`src/rtl/tmac_pkg.sv`:
```
// shared types and constants for the touch median-of-seven calibration block
package tmac_pkg;

   localparam int GROUP_LEN  = 7;
   localparam int MEDIAN_SEL = 3;
   localparam int NET_LEN    = 13;
   localparam int COEF_W     = 32;
   localparam int POINT_W    = 16;
   localparam int CSR_IDX_W  = 3;
   localparam int CNT_W      = 3;

   typedef logic [2:0] slot_type;
   typedef logic [CNT_W-1:0] count_type;
   typedef logic signed [COEF_W-1:0] coef_type;
   typedef logic signed [POINT_W-1:0] point_type;

   typedef enum logic [CSR_IDX_W-1:0] {
      CSR_COEF_AX   = 3'd0,
      CSR_COEF_BX   = 3'd1,
      CSR_OFFSET_DX = 3'd2,
      CSR_COEF_AY   = 3'd3,
      CSR_COEF_BY   = 3'd4,
      CSR_OFFSET_DY = 3'd5,
      CSR_RAW_MODE  = 3'd6
   } csr_reg_type;

   localparam coef_type COEF_UNITY = 32'sd65536;

   // compare-exchange pairs of the median-of-seven network, applied in order
   localparam slot_type NET_LO [NET_LEN] = '{
      3'd0, 3'd0, 3'd1, 3'd2, 3'd0, 3'd3, 3'd2,
      3'd2, 3'd3, 3'd4, 3'd1, 3'd1, 3'd3
   };
   localparam slot_type NET_HI [NET_LEN] = '{
      3'd5, 3'd3, 3'd6, 3'd4, 3'd1, 3'd5, 3'd6,
      3'd3, 3'd6, 3'd5, 3'd4, 3'd3, 3'd4
   };

endpackage

```
`src/rtl/tmac_median7.sv`:
```
// median-of-seven exchange network for one axis
module tmac_median7 #(
   parameter int WIDTH = 12
) (
   input  logic [WIDTH-1:0] samples [tmac_pkg::GROUP_LEN],
   output logic [WIDTH-1:0] median
);

   logic [WIDTH-1:0] work [tmac_pkg::GROUP_LEN];

   always_comb begin
      logic [WIDTH-1:0] lo_val;
      logic [WIDTH-1:0] hi_val;
      work = samples;
      for (int k = 0; k < tmac_pkg::NET_LEN; k++) begin
         lo_val = work[tmac_pkg::NET_LO[k]];
         hi_val = work[tmac_pkg::NET_HI[k]];
         if (lo_val > hi_val) begin
            work[tmac_pkg::NET_LO[k]] = hi_val;
            work[tmac_pkg::NET_HI[k]] = lo_val;
         end
      end
   end

   assign median = work[tmac_pkg::MEDIAN_SEL];

endmodule

```
`config.mk`:
```
export PLATFORM = sky130hd
export DESIGN_NAME = tmac_median7
export DESIGN_NICKNAME = d
export VERILOG_FILES = /design/src/rtl/tmac_pkg.sv /design/src/rtl/tmac_median7.sv
export SDC_FILE = /design/constraint.sdc
export NUM_CORES = 1
export LEC_CHECK = 0
export BUFFER_PORTS_ARGS = -buffer_cell sky130_fd_sc_hd__buf_2
export CORE_UTILIZATION = 65
export DETAILED_ROUTE_END_ITERATION = 8
export PLACE_DENSITY = 0.95
export SYNTH_ARGS = -nofsm -noshare
export SYNTH_HDL_FRONTEND = slang
export SYNTH_SLANG_ARGS = --single-unit
```
`constraint.sdc`:
```
create_clock -name vclk -period 26.1
set_clock_uncertainty 0.05 [all_clocks]
set_input_delay 1.305 -clock vclk [all_inputs]
set_output_delay 1.305 -clock vclk [all_outputs]
set_load 0.01 [all_outputs]
```
==> out/results.tsv <==
stage	metric	value	unit
run_status	status	complete, no violations	
hold_path	worstHoldPathType	primary input to output pin	
synthesis	syn-num-nets	1159	
cells_and_area	fin_util	0.7349	
detailed_routing	drc	0	
worst_setup_path	critPathLaunchType	primary input	
synthesis	ys_types	57	
worst_setup_path	max_stage_delay	0.97	ns
worst_setup_path	cp_data_arrival_time	17.36	ns
cts	post-cts-setup-buffers	0	
sta	rsz0062_at_grt	no	
sta	fin_tns_setup	0	ns
cells_and_area	seq_area	0	µm²
cells_and_area	drive_above_1_share	0.1726	
sta	slew_headroom	0.1713	
sta	hold_viol	0	
flow_run	drv_cap	0	
cells_and_area	n_clock_buffer	0	
synthesis	synth_common_cells	ha_1 (151), inv_1 (110), a21oi_1 (90)	
grt	grt_pass1_vias	6935	
cells_and_area	nFlopsAndLatches	0	
synthesis	synthTopCellsByArea	ha_1 (28%), mux2i_1 (12%), mux2_2 (8.8%)	
sta	min_period	18.72	ns
synthesis	synth_top_area_share	0.2832	
detailed_routing	post_drt_wl_per_cell	17.89	µm
synthesis	synth_seq_area_share	0	
floorplanning	die_width	103.3	µm
detailed_routing	dr.pass1.iters	5	
sta	setup_violations	0	
detailed_routing	route.vias.total	7207	
worst_setup_path	slowest_stage	a22oi_1	
synthesis	syn_area	6671	µm²
floorplanning	die_area	10670	µm²
worst_setup_path	critPathMaxFanout	51	
sta	max_freq	53.43	MHz
grt	grt.total_usage	0.3732	
worst_setup_path	crit_type	primary input to output pin	
place	io_buffer_count	96	
synthesis	synth_warnings	0	
synthesis	syn_inst	924	
synthesis	syn_avg_cell_area	7.220	µm²
worst_setup_path	cpMostUsedCell	ha_1	
detailed_routing	drtIter0Drc	538	
cts	cts_resized	0	
grt	grt_start_max_net_pins	52	
floorplanning	rows	36	
worst_setup_path	cp-end-kind	output pin	
synthesis	synth_area_leader_cell	ha_1	
place	hpwlAfterDp	17.36	mm
detailed_routing	drt_wl_total	20.11	mm
grt	antenna_found_initial	0	
sta	worstMarginPinSlew	1.243	ns
detailed_routing	via_per_inst	6.412	
cells_and_area	area_growth	8.665	%
grt	grt_pass1_wl	31.39	mm
place	gp_congestion	0.9923	
cells_and_area	layout.nets	1228	
detailed_routing	drtAntennaViolNets	0	
worst_setup_path	cp.required	24.74	ns
grt	grt_overflow	0	
floorplanning	initial_core_util	0.6763	
synthesis	synth_most_common_cell	ha_1	
sta	finalCritPeriodShare	0.7171	
floorplanning	num_io_pins	96	
cells_and_area	antenna_cells	0	
floorplanning	core	9864	µm²
cts	postCtsHoldBufs	0	
floorplanning	die_y	103.3	µm
sta	slew_violations	0	
## stage by stage
stage | hold WS (ns) | worst slack, ns | instance area (µm²) | instances
6_report | 3.499 | 7.384 | 7249 | 1124
2_1_floorplan | 3.102 | 10.36 | 6671 | 924
5_1_grt | 3.551 | 6.427 | 7249 | 1124
3_5_place_dp | 3.450 | 7.790 | 7249 | 1124
4_1_cts | 3.453 | 7.787 | 7249 | 1124
3_3_place_gp | 3.451 | 8.645 | 7249 | 1124
## cells by family after synthesis
family | count (synthesis) | synth area share
xor gates and xnor gates | 2 | 0.002626
buffers and inverters | 145 | 0.08515
muxes | 136 | 0.2146
AOI/OAI and AO/OA | 239 | 0.2275
and+or+nand+nor | 250 | 0.1855
adders and majority gates | 152 | 0.2847
## worst max-delay path: cells and delay by family
family	cells	cell delay (ns)
adder cells (fa/ha/maj)	7	2.20
multiplexers	6	1.92
AND/OR/NAND/NOR	15	2.97
AO/OA/AOI/OAI	25	7.63
buffers and inverters	9	1.29
## final cells by class
class                           count  area [µm²]
Fill cell                         769        2615
Tap cell                          133       166.4
Inverter                          110       412.9
Multi-Input combinational cell    779        6145
Timing Repair Buffer              102       525.5
## placed cells by master (no fill, tap or decap), drive strengths merged, types with 12 or more instances in the layout
cell	count
nand2b	25
buf	102
ha	151
a21o	24
a21oi	90
nor2	89
inv	110
mux2	53
o21ai	55
nand4	30
nand2	44
o31ai	12
nor2b	16
mux2i	83
## final timing paths
kind,slack [ns],cells after the start,from,endpoint
worst max-delay path,7.38,62,samples[23],median[9]
worst min-delay path,3.50,6,samples[5],median[5]
## per-layer routing
| metal | track usage | vias up | share of wire |
|---|---|---|---|
| li1 | - | 3488 | - |
| met1 | 0.4358 | 3261 | 0.40 |
| met2 | 0.6523 | 360 | 0.46 |
| met3 | 0.05712 | 98 | 0.085 |
| met4 | 0.2091 | 0 | 0.056 |
| met5 | 0 | - | 0 |
Power is not shown: default switching activity piles up to over one toggle a cycle in this logic, so the estimate is an artifact.
